[src/sv/lks_pkg.sv]
// Package for the link keepalive supervisor: codes, beat payload types,
// configuration constants. No dependencies.
`default_nettype none

package lks_pkg;

  typedef enum logic [2:0] {
    OP_TICK    = 3'd0,
    OP_POLL    = 3'd1,
    OP_RX      = 3'd2,
    OP_CONNECT = 3'd3,
    OP_TX_EXT  = 3'd4
  } op_t;

  typedef enum logic [2:0] {
    ST_BEGIN       = 3'd0,
    ST_LOGGING_IN  = 3'd1,
    ST_LOGGED_IN   = 3'd2,
    ST_HB_PENDING  = 3'd3,
    ST_HB_ANSWERED = 3'd4
  } status_t;

  localparam int CFG_IDX_W  = 2;
  localparam int CFG_DATA_W = 16;

  typedef enum logic [CFG_IDX_W-1:0] {
    REG_MSG_TIMEOUT     = 2'd0,
    REG_CONNECT_TIMEOUT = 2'd1,
    REG_MISS_LIMIT      = 2'd2
  } reg_idx_t;

  localparam logic [15:0] MSG_TIMEOUT_RST     = 16'd10;
  localparam logic [15:0] CONNECT_TIMEOUT_RST = 16'd6;
  localparam logic [7:0]  MISS_LIMIT_RST      = 8'd6;

  localparam logic [7:0]  TYPE_LOGIN_ACK = 8'h01;
  localparam logic [7:0]  TYPE_HB_ACK    = 8'h02;
  localparam logic [15:0] MIN_PACKET_LEN = 16'd8;

  typedef struct packed {
    logic [15:0] msg_timeout;
    logic [15:0] connect_timeout;
    logic [7:0]  miss_limit;
  } cfg_t;

  typedef struct packed {
    logic [2:0]  op;
    logic        socket_up;
    logic [15:0] packet_length;
    logic [7:0]  packet_type;
  } item_t;

  typedef struct packed {
    logic        send_login;
    logic        send_heartbeat;
    logic        close_link;
    logic        short_packet;
    logic [2:0]  status;
    logic        link_connected;
    logic [31:0] received_count;
    logic [31:0] sent_count;
  } result_t;

endpackage

`default_nettype wire

[src/sv/lks_in_if.sv]
// Input channel of the link keepalive supervisor: valid/ready plus event fields.
// Standalone; no package needed.
`default_nettype none

interface lks_in_if;
  logic        valid;
  logic        ready;
  logic [2:0]  op;
  logic        socket_up;
  logic [15:0] packet_length;
  logic [7:0]  packet_type;

  modport source (output valid, output op, output socket_up,
                  output packet_length, output packet_type, input ready);
  modport sink   (input valid, input op, input socket_up,
                  input packet_length, input packet_type, output ready);
endinterface

`default_nettype wire

[src/sv/lks_out_if.sv]
// Result channel of the link keepalive supervisor: valid/ready plus result fields.
// Standalone; no package needed.
`default_nettype none

interface lks_out_if;
  logic        valid;
  logic        ready;
  logic        send_login;
  logic        send_heartbeat;
  logic        close_link;
  logic        short_packet;
  logic [2:0]  status;
  logic        link_connected;
  logic [31:0] received_count;
  logic [31:0] sent_count;

  modport source (output valid, output send_login, output send_heartbeat,
                  output close_link, output short_packet, output status,
                  output link_connected, output received_count,
                  output sent_count, input ready);
  modport sink   (input valid, input send_login, input send_heartbeat,
                  input close_link, input short_packet, input status,
                  input link_connected, input received_count,
                  input sent_count, output ready);
endinterface

`default_nettype wire

[src/sv/lks_cfg_regs.sv]
// Configuration register file: timeouts and miss limit, written by index.
// Depends on lks_pkg.
`default_nettype none

module lks_cfg_regs (
  input  wire logic                              clk,
  input  wire logic                              rst,
  input  wire logic                              cfg_wr_en,
  input  wire logic [lks_pkg::CFG_IDX_W-1:0]     cfg_index,
  input  wire logic [lks_pkg::CFG_DATA_W-1:0]    cfg_wr_data,
  output lks_pkg::cfg_t                          cfg
);
  import lks_pkg::*;

  always_ff @(posedge clk) begin
    if (rst) begin
      cfg.msg_timeout     <= MSG_TIMEOUT_RST;
      cfg.connect_timeout <= CONNECT_TIMEOUT_RST;
      cfg.miss_limit      <= MISS_LIMIT_RST;
    end else if (cfg_wr_en) begin
      unique case (reg_idx_t'(cfg_index))
        REG_MSG_TIMEOUT:     cfg.msg_timeout     <= cfg_wr_data;
        REG_CONNECT_TIMEOUT: cfg.connect_timeout <= cfg_wr_data;
        REG_MISS_LIMIT:      cfg.miss_limit      <= cfg_wr_data[7:0];
        default: ; // unmapped index: write dropped
      endcase
    end
  end

endmodule

`default_nettype wire

[src/sv/lks_core.sv]
// Session state and per-event update: status, silence count, connected flag,
// packet counters. Produces the result for the registered item. Depends on lks_pkg.
`default_nettype none

module lks_core (
  input  wire logic            clk,
  input  wire logic            rst,
  input  wire logic            fire,
  input  lks_pkg::item_t       item,
  input  lks_pkg::cfg_t        cfg,
  output lks_pkg::result_t     result
);
  import lks_pkg::*;

  status_t     status, status_next;
  logic [15:0] idle, idle_next;
  logic        connected, connected_next;
  logic [31:0] rx_count, rx_count_next;
  logic [31:0] tx_count, tx_count_next;

  logic        login, hb, close, short_pkt;
  status_t     st_login;
  logic [31:0] miss;
  logic        over_msg, over_conn, half_conn;

  assign over_msg  = idle > cfg.msg_timeout;
  assign over_conn = idle > cfg.connect_timeout;
  assign half_conn = {idle, 1'b0} >= {1'b0, cfg.connect_timeout};

  always_comb begin
    status_next    = status;
    idle_next      = idle;
    connected_next = connected;
    rx_count_next  = rx_count;
    tx_count_next  = tx_count;
    login          = 1'b0;
    hb             = 1'b0;
    close          = 1'b0;
    short_pkt      = 1'b0;
    st_login       = status;
    miss           = tx_count - rx_count;

    unique case (op_t'(item.op))
      OP_TICK: begin
        if (idle != 16'hFFFF) idle_next = idle + 16'd1;
      end
      OP_POLL: begin
        if (connected) begin
          login    = item.socket_up && (status == ST_BEGIN);
          st_login = login ? ST_LOGGING_IN : status;
          // unanswered count includes a login sent in this same poll
          miss     = tx_count - rx_count + {31'd0, login};
          if (st_login == ST_LOGGING_IN && over_msg) begin
            status_next = ST_BEGIN;
            close       = miss >= {24'd0, cfg.miss_limit};
          end else if (st_login == ST_HB_PENDING && over_msg) begin
            status_next = ST_LOGGED_IN;
          end else if (over_conn) begin
            close       = 1'b1;
            status_next = ST_BEGIN;
          end else if ((st_login == ST_LOGGED_IN || st_login == ST_HB_ANSWERED)
                       && half_conn) begin
            hb          = 1'b1;
            status_next = ST_HB_PENDING;
          end else begin
            status_next = st_login;
          end
          // login and heartbeat never fall in one poll
          tx_count_next  = tx_count + {31'd0, login | hb};
          connected_next = ~close;
        end
      end
      OP_RX: begin
        idle_next = 16'd0;
        if (item.packet_length < MIN_PACKET_LEN) begin
          short_pkt = 1'b1;
        end else begin
          rx_count_next = rx_count + 32'd1;
          if (item.packet_type == TYPE_HB_ACK)
            status_next = ST_HB_ANSWERED;
          else if (item.packet_type == TYPE_LOGIN_ACK)
            status_next = ST_LOGGED_IN;
        end
      end
      OP_CONNECT: connected_next = 1'b1;
      OP_TX_EXT:  tx_count_next  = tx_count + 32'd1;
      default: ; // unused op codes leave state alone
    endcase
  end

  always_ff @(posedge clk) begin
    if (rst) begin
      status    <= ST_BEGIN;
      idle      <= 16'd0;
      connected <= 1'b0;
      rx_count  <= 32'd0;
      tx_count  <= 32'd0;
    end else if (fire) begin
      status    <= status_next;
      idle      <= idle_next;
      connected <= connected_next;
      rx_count  <= rx_count_next;
      tx_count  <= tx_count_next;
    end
  end

  always_comb begin
    result.send_login     = login;
    result.send_heartbeat = hb;
    result.close_link     = close;
    result.short_packet   = short_pkt;
    result.status         = status_next;
    result.link_connected = connected_next;
    result.received_count = rx_count_next;
    result.sent_count     = tx_count_next;
  end

endmodule

`default_nettype wire

[src/sv/link_keepalive_supervisor.sv]
// Top level of the link keepalive supervisor: input register, session core,
// result register. Depends on lks_pkg, lks_in_if, lks_out_if, lks_cfg_regs, lks_core.
//
// Usage:
//   in_ch  - event beats (op, socket_up, packet_length, packet_type); a beat
//            moves when valid and ready are both high at a rising edge.
//   out_ch - one result beat per event beat, in order: pulses for login,
//            heartbeat, close and short frame, plus status, connected flag
//            and the received and sent counts after that event.
//   cfg_*  - write-only register port; index 0 msg_timeout, 1
//            connect_timeout, 2 miss_limit. Write only while idle.
// Timing: an event beat waits in the input register; the session update and
//   result capture then happen together at the edge where the update stage
//   advances, and the result beat is presented from the result register
//   after that edge. One beat per cycle sustained while out_ch keeps ready
//   high; the session registers update as each beat is applied.
// Reset (rst, synchronous, active high): status begin, counts and silence
//   count zero, link not connected, registers to their defaults, both
//   pipeline stages empty.
// Stall: a held result blocks the update stage; the input register still
//   takes a beat while it is empty, then ready drops until out_ch moves.
`default_nettype none

module link_keepalive_supervisor (
  input  wire logic                           clk,
  input  wire logic                           rst,
  lks_in_if.sink                              in_ch,
  lks_out_if.source                           out_ch,
  input  wire logic                           cfg_wr_en,
  input  wire logic [lks_pkg::CFG_IDX_W-1:0]  cfg_index,
  input  wire logic [lks_pkg::CFG_DATA_W-1:0] cfg_wr_data
);
  import lks_pkg::*;

  cfg_t    cfg;
  item_t   item;        // input register payload
  logic    item_valid;
  result_t result;      // core result for the registered item
  result_t res_q;       // result register payload
  logic    res_valid;
  logic    advance;     // registered item is applied and its result captured

  lks_cfg_regs u_cfg (
    .clk         (clk),
    .rst         (rst),
    .cfg_wr_en   (cfg_wr_en),
    .cfg_index   (cfg_index),
    .cfg_wr_data (cfg_wr_data),
    .cfg         (cfg)
  );

  // update stage moves when the result slot is free or being drained
  assign advance     = item_valid && (!res_valid || out_ch.ready);
  assign in_ch.ready = !item_valid || advance;

  always_ff @(posedge clk) begin
    if (rst) begin
      item_valid <= 1'b0;
    end else if (in_ch.ready) begin
      item_valid <= in_ch.valid;
    end
  end

  always_ff @(posedge clk) begin
    if (in_ch.valid && in_ch.ready) begin
      item.op            <= in_ch.op;
      item.socket_up     <= in_ch.socket_up;
      item.packet_length <= in_ch.packet_length;
      item.packet_type   <= in_ch.packet_type;
    end
  end

  lks_core u_core (
    .clk    (clk),
    .rst    (rst),
    .fire   (advance),
    .item   (item),
    .cfg    (cfg),
    .result (result)
  );

  always_ff @(posedge clk) begin
    if (rst) begin
      res_valid <= 1'b0;
    end else if (advance) begin
      res_valid <= 1'b1;
    end else if (out_ch.ready) begin
      res_valid <= 1'b0;
    end
  end

  always_ff @(posedge clk) begin
    if (advance) res_q <= result;
  end

  assign out_ch.valid          = res_valid;
  assign out_ch.send_login     = res_q.send_login;
  assign out_ch.send_heartbeat = res_q.send_heartbeat;
  assign out_ch.close_link     = res_q.close_link;
  assign out_ch.short_packet   = res_q.short_packet;
  assign out_ch.status         = res_q.status;
  assign out_ch.link_connected = res_q.link_connected;
  assign out_ch.received_count = res_q.received_count;
  assign out_ch.sent_count     = res_q.sent_count;

endmodule

`default_nettype wire
[src/flat_wrapper.sv]
// flat-port wrapper written by rule: the top's interface ports become plain ports
module link_keepalive_supervisor_flat import lks_pkg::*;
  (clk, rst, cfg_wr_en, cfg_index, cfg_wr_data, in_ch_valid, in_ch_op, in_ch_socket_up, in_ch_packet_length, in_ch_packet_type, in_ch_ready, out_ch_valid, out_ch_send_login, out_ch_send_heartbeat, out_ch_close_link, out_ch_short_packet, out_ch_status, out_ch_link_connected, out_ch_received_count, out_ch_sent_count, out_ch_ready);
  lks_in_if in_ch_i ();
  lks_out_if out_ch_i ();
  input  wire logic clk;
  input  wire logic rst;
  input  wire logic cfg_wr_en;
  input  wire logic [lks_pkg::CFG_IDX_W-1:0] cfg_index;
  input  wire logic [lks_pkg::CFG_DATA_W-1:0] cfg_wr_data;
  input wire logic [$bits(in_ch_i.valid)-1:0] in_ch_valid;
  input wire logic [$bits(in_ch_i.op)-1:0] in_ch_op;
  input wire logic [$bits(in_ch_i.socket_up)-1:0] in_ch_socket_up;
  input wire logic [$bits(in_ch_i.packet_length)-1:0] in_ch_packet_length;
  input wire logic [$bits(in_ch_i.packet_type)-1:0] in_ch_packet_type;
  output wire logic [$bits(in_ch_i.ready)-1:0] in_ch_ready;
  output wire logic [$bits(out_ch_i.valid)-1:0] out_ch_valid;
  output wire logic [$bits(out_ch_i.send_login)-1:0] out_ch_send_login;
  output wire logic [$bits(out_ch_i.send_heartbeat)-1:0] out_ch_send_heartbeat;
  output wire logic [$bits(out_ch_i.close_link)-1:0] out_ch_close_link;
  output wire logic [$bits(out_ch_i.short_packet)-1:0] out_ch_short_packet;
  output wire logic [$bits(out_ch_i.status)-1:0] out_ch_status;
  output wire logic [$bits(out_ch_i.link_connected)-1:0] out_ch_link_connected;
  output wire logic [$bits(out_ch_i.received_count)-1:0] out_ch_received_count;
  output wire logic [$bits(out_ch_i.sent_count)-1:0] out_ch_sent_count;
  input wire logic [$bits(out_ch_i.ready)-1:0] out_ch_ready;
  assign in_ch_i.valid = in_ch_valid;
  assign in_ch_i.op = in_ch_op;
  assign in_ch_i.socket_up = in_ch_socket_up;
  assign in_ch_i.packet_length = in_ch_packet_length;
  assign in_ch_i.packet_type = in_ch_packet_type;
  assign in_ch_ready = in_ch_i.ready;
  assign out_ch_valid = out_ch_i.valid;
  assign out_ch_send_login = out_ch_i.send_login;
  assign out_ch_send_heartbeat = out_ch_i.send_heartbeat;
  assign out_ch_close_link = out_ch_i.close_link;
  assign out_ch_short_packet = out_ch_i.short_packet;
  assign out_ch_status = out_ch_i.status;
  assign out_ch_link_connected = out_ch_i.link_connected;
  assign out_ch_received_count = out_ch_i.received_count;
  assign out_ch_sent_count = out_ch_i.sent_count;
  assign out_ch_i.ready = out_ch_ready;
  link_keepalive_supervisor u_core (.clk(clk), .rst(rst), .in_ch(in_ch_i), .out_ch(out_ch_i), .cfg_wr_en(cfg_wr_en), .cfg_index(cfg_index), .cfg_wr_data(cfg_wr_data));
endmodule
[config.mk]
export PLATFORM = sky130hd
export DESIGN_NAME = link_keepalive_supervisor_flat
export DESIGN_NICKNAME = d
export VERILOG_FILES = /design/src/sv/lks_pkg.sv /design/src/sv/lks_in_if.sv /design/src/sv/lks_out_if.sv /design/src/sv/lks_cfg_regs.sv /design/src/sv/lks_core.sv /design/src/sv/link_keepalive_supervisor.sv /design/src/flat_wrapper.sv
export SDC_FILE = /design/constraint.sdc
export NUM_CORES = 1
export LEC_CHECK = 0
export ABC_AREA = 1
export ABC_CLOCK_PERIOD_IN_PS = 4200
export BUFFER_PORTS_ARGS = -buffer_cell sky130_fd_sc_hd__buf_2
export CAP_MARGIN = 0
export CORE_MARGIN = 1
export CORE_UTILIZATION = 50
export CTS_CLUSTER_SIZE = 8
export DETAILED_ROUTE_END_ITERATION = 8
export PLACE_DENSITY_LB_ADDON = 0.15
export RECOVER_POWER = 100
export SKIP_LAST_GASP = 1
export SLEW_MARGIN = 0
export SYNTH_ARGS = -nofsm -noshare
export SYNTH_HDL_FRONTEND = slang
export SYNTH_SLANG_ARGS = --single-unit
[constraint.sdc]
create_clock -name clk -period 4.2 [get_ports clk]
set_clock_uncertainty 0.05 [all_clocks]
set_input_delay 0 -clock clk [delete_from_list [all_inputs] [get_ports clk]]
set_output_delay 0 -clock clk [all_outputs]
set_load 0.005 [all_outputs]
==> flow_summary.ini <==
[floorplanning]
start_util_pct = 50.9
rows = 61
die_w_um = 170
core_area_sq_um = 27800
die_area_sq_um = 29000
io_pins = 125
die_h_um = 170

[min_path]
min_from = rst
hold_path.class = primary input to register
whs_path_depth = 4

[sta]
worst_pin_slew_ns = 1.86
slew_violations = 54
finalSetupTns_ns = 0
final_hold_viol_count = 0
post-route-period-util_pct = 95.1
fin_ws_ns = 0.206
finalSetupViolCount = 0
period_minus_slack_ns = 3.99
slew_headroom_pct = -23.9
max_freq_mhz = 250

[setup_path]
r2r_setup_slack_ns = 0.21
path_class = register to register
arrival_ns = 4.35
cp_slowest_cell = clkbuf_1
crit_path_max_incr_delay_ns = 0.57
critPathMaxFanout = 12
crit_top_cell = nor2_1
startpoint_type = register
crit_start = u_core.item[27]
path_cells = nor2_1 -> inv_1 -> nor2_1 -> inv_1 -> a21oi_1 -> clkbuf_1 -> nand3_2 -> nor2_1 -> nand3_1 -> nor2_1 -> nand2_1 -> nor2_4 -> nand3_2 -> xor2_1 -> nand2_1 -> nand2_1 -> inv_1
reg2reg_to = u_core.u_core.rx_count[24]
ff2ff_path_depth = 17
crit_end = u_core.u_core.rx_count[24]
cp_num_cells = 17
worstPathRequired_ns = 4.55
crit_path_end_kind = register
r2r-start = u_core.item[27]
path_buf_inv = 4
cp_top_family = simple AND/OR/NAND/NOR gates

[final_layout]
finish.instance_area_sq_um = 16600
seq_area_sq_um = 5440
final_nets = 2267
multiInputGateArea_sq_um = 7180
area_delta_synth_final_pct = 17.5
nFillCells = 2607
layout_commonest_cell = nand2_1
layout_common_cells = nand2_1 (410), inv_1 (358), a21oi_1 (171), o21ai_0 (149), nor2_1 (141)
utilization_pct = 59.8
drive_above_1_share_pct = 7.90

[synth]
synth_nets = 2078
yosys_warnings = 0
syn-cell-area_sq_um = 14100
synth_cell_types = 50
synthCells = 1904
postSynthAreaPerCell_sq_um = 7.43
yosysSeqAreaShare_pct = 38.4
synthTopCellsByArea = edfxtp_1 (21%), dfxtp_1 (18%), nand2_1 (11%)
synth-main-ff-cell = dfxtp_1
synth-async-reset-ratio_pct = 0
synth_edf_count = 97
ys_ff_latch = 223
synth_area_leader_cell = edfxtp_1
synth_top_area_share_pct = 20.6

[run_status]
status = complete, but fails checks
violations = max-capacitance violations, max-slew violations

[route]
vias = 12900
vias_per_cell = 5.17
first_pass_iters = 5
drtAntennaViolNets = 0
wirelength_um = 38200
wl_per_cell_um = 15.3
drc = 0
drt_iter0_drc = 975

[grt]
grtUsageTotal_pct = 26.9
grt_antenna_before_repair = 3
top_usage_layer = met2
use_met3_pct = 4.91
grt_util_met1_pct = 34.8
grtUsageMet2_pct = 44.5
first_global_vias = 12300
grt_max_degree = 78
grt_pass1_wl_um = 61200
overflow = 0

[flow_run]
drv_cap = 1

[clock_network]
cts_max_level = 2
clk_latency_ns = 0.51
cts_tree = built
cts.sinks = 223
cts_buffers = 34
cts-root-buf = clkbuf_16
clk_pin_slew_worst_paths_ns = 0.05
clk_path_buf_depth = 3

[place]
place_area_sq_um = 15200
hpwl_um = 28400
numPortBuffers = 121
place.gp.congestion = 0.909
place_ws_ns = 0.343

[power_and_ir_drop]
p_per_area_nw_per_um2 = 385
p_leak_nw = 7.76
ir_drop_v = 0.000320
how the worst min path moves through the flow:
stage	slack [ns]	endpoint
final	0.06	u_core.u_cfg.cfg[1]
after detailed placement	0.13	u_core.item[17]
after CTS	0.06	u_core.u_cfg.cfg[1]
after global placement	0.13	u_core.item[17]
after floorplan	0.05	u_core.item[0]
after global routing	0.12	u_core.u_cfg.cfg[1]
tightest hold or removal path, cell delays in order:
cell and delay (ns):
buf_2 0.09, inv_1 0.03, buf_4 0.29, o211ai_1 0.16
metrics by stage:
stage	power, mW	std cells	hold WS (ns)
floorplan	3.50	1904	0.0489
global placement	3.88	2376	0.126
detailed placement	3.90	2376	0.128
CTS	6.44	2486	0.0565
global route	6.75	2491	0.120
finish	6.40	2493	0.0627
cells by family (layout without fill, tap and decap cells):
family | count (synthesis) | after routing | share of synthesized area (%)
AND/OR/NAND/NOR | 751 | 751 | 23.7
buffers and inverters | 403 | 612 | 10.7
AO/OA/AOI/OAI | 359 | 359 | 13.4
flip-flops | 223 | 223 | 38.4
adder cells (fa/ha/maj) | 123 | 123 | 10.9
XOR/XNOR | 44 | 44 | 2.72
multiplexers | 1 | 1 | 0.0708
other | 0 | 2 | 0
cell type report:
| type | count | area share, % |
|---|---|---|
| diodes | 2 | 0.0301 |
| inverters | 368 | 8.31 |
| flip-flops and latches | 223 | 32.7 |
| clock inverters | 3 | 0.271 |
| multi-input cells | 1278 | 43.2 |
| well taps | 378 | 2.85 |
| clock buffers | 53 | 5.55 |
| repair buffers | 188 | 7.06 |
power by group:
group	total, mW	switching (mW)	leakage, nW	internal [mW]
clock	2.49	0.979	0.462	1.51
sequential	2.50	0.0986	1.97	2.40
combinational	1.41	0.915	5.33	0.494
total	6.40	1.99	7.76	4.40
Yosys cell counts, types with 3 or more instances:
library cell / count
nand4_1: 23
nor2_4: 5
inv_1: 356
nor3_4: 3
o211ai_1: 10
nand3b_1: 6
a211oi_1: 5
nand2_1: 409
o21ai_1: 9
xor2_1: 41
ha_1: 122
nor2_1: 138
nor3_2: 6
o21ai_0: 142
o31ai_1: 4
nand3_2: 6
a31oi_1: 3
a21oi_1: 171
inv_2: 12
nor2_2: 7
nor3_1: 49
xnor2_1: 3
dfxtp_1: 126
a21o_1: 4
nand2_2: 4
edfxtp_1: 97
clkbuf_1: 33
nand3_1: 74
nor4_1: 10
per-layer routing:
metal	vias to the layer above	part of all wire (%)
met4	2	3.3
met1	5851	45
li1	6589	-
met3	80	5.9
met2	360	46
met5	-	0.034
registers in the layout, indices dropped and copies added, names as in the netlist, 3 cells and up:
name,cells
u_core.u_core.status,3
u_core.u_core.tx_count,32
u_core.item,25
u_core.u_core.rx_count,32
u_core.out_ch.sent_count,32
u_core.u_core.idle,16
u_core.out_ch.received_count,32
u_core.u_cfg.cfg,40
u_core.out_ch.status,3
what timing repair did:
action | 4_1_cts | 5_1_grt
setup buffers | 0 | 5
gates resized for setup | 0 | 16
setup endpoints to repair | 0 | 17
hold buffers | 54 | 0
endpoints found under the hold margin | 67 | 0
No activity file was read; power rests on OpenSTA's default activity.
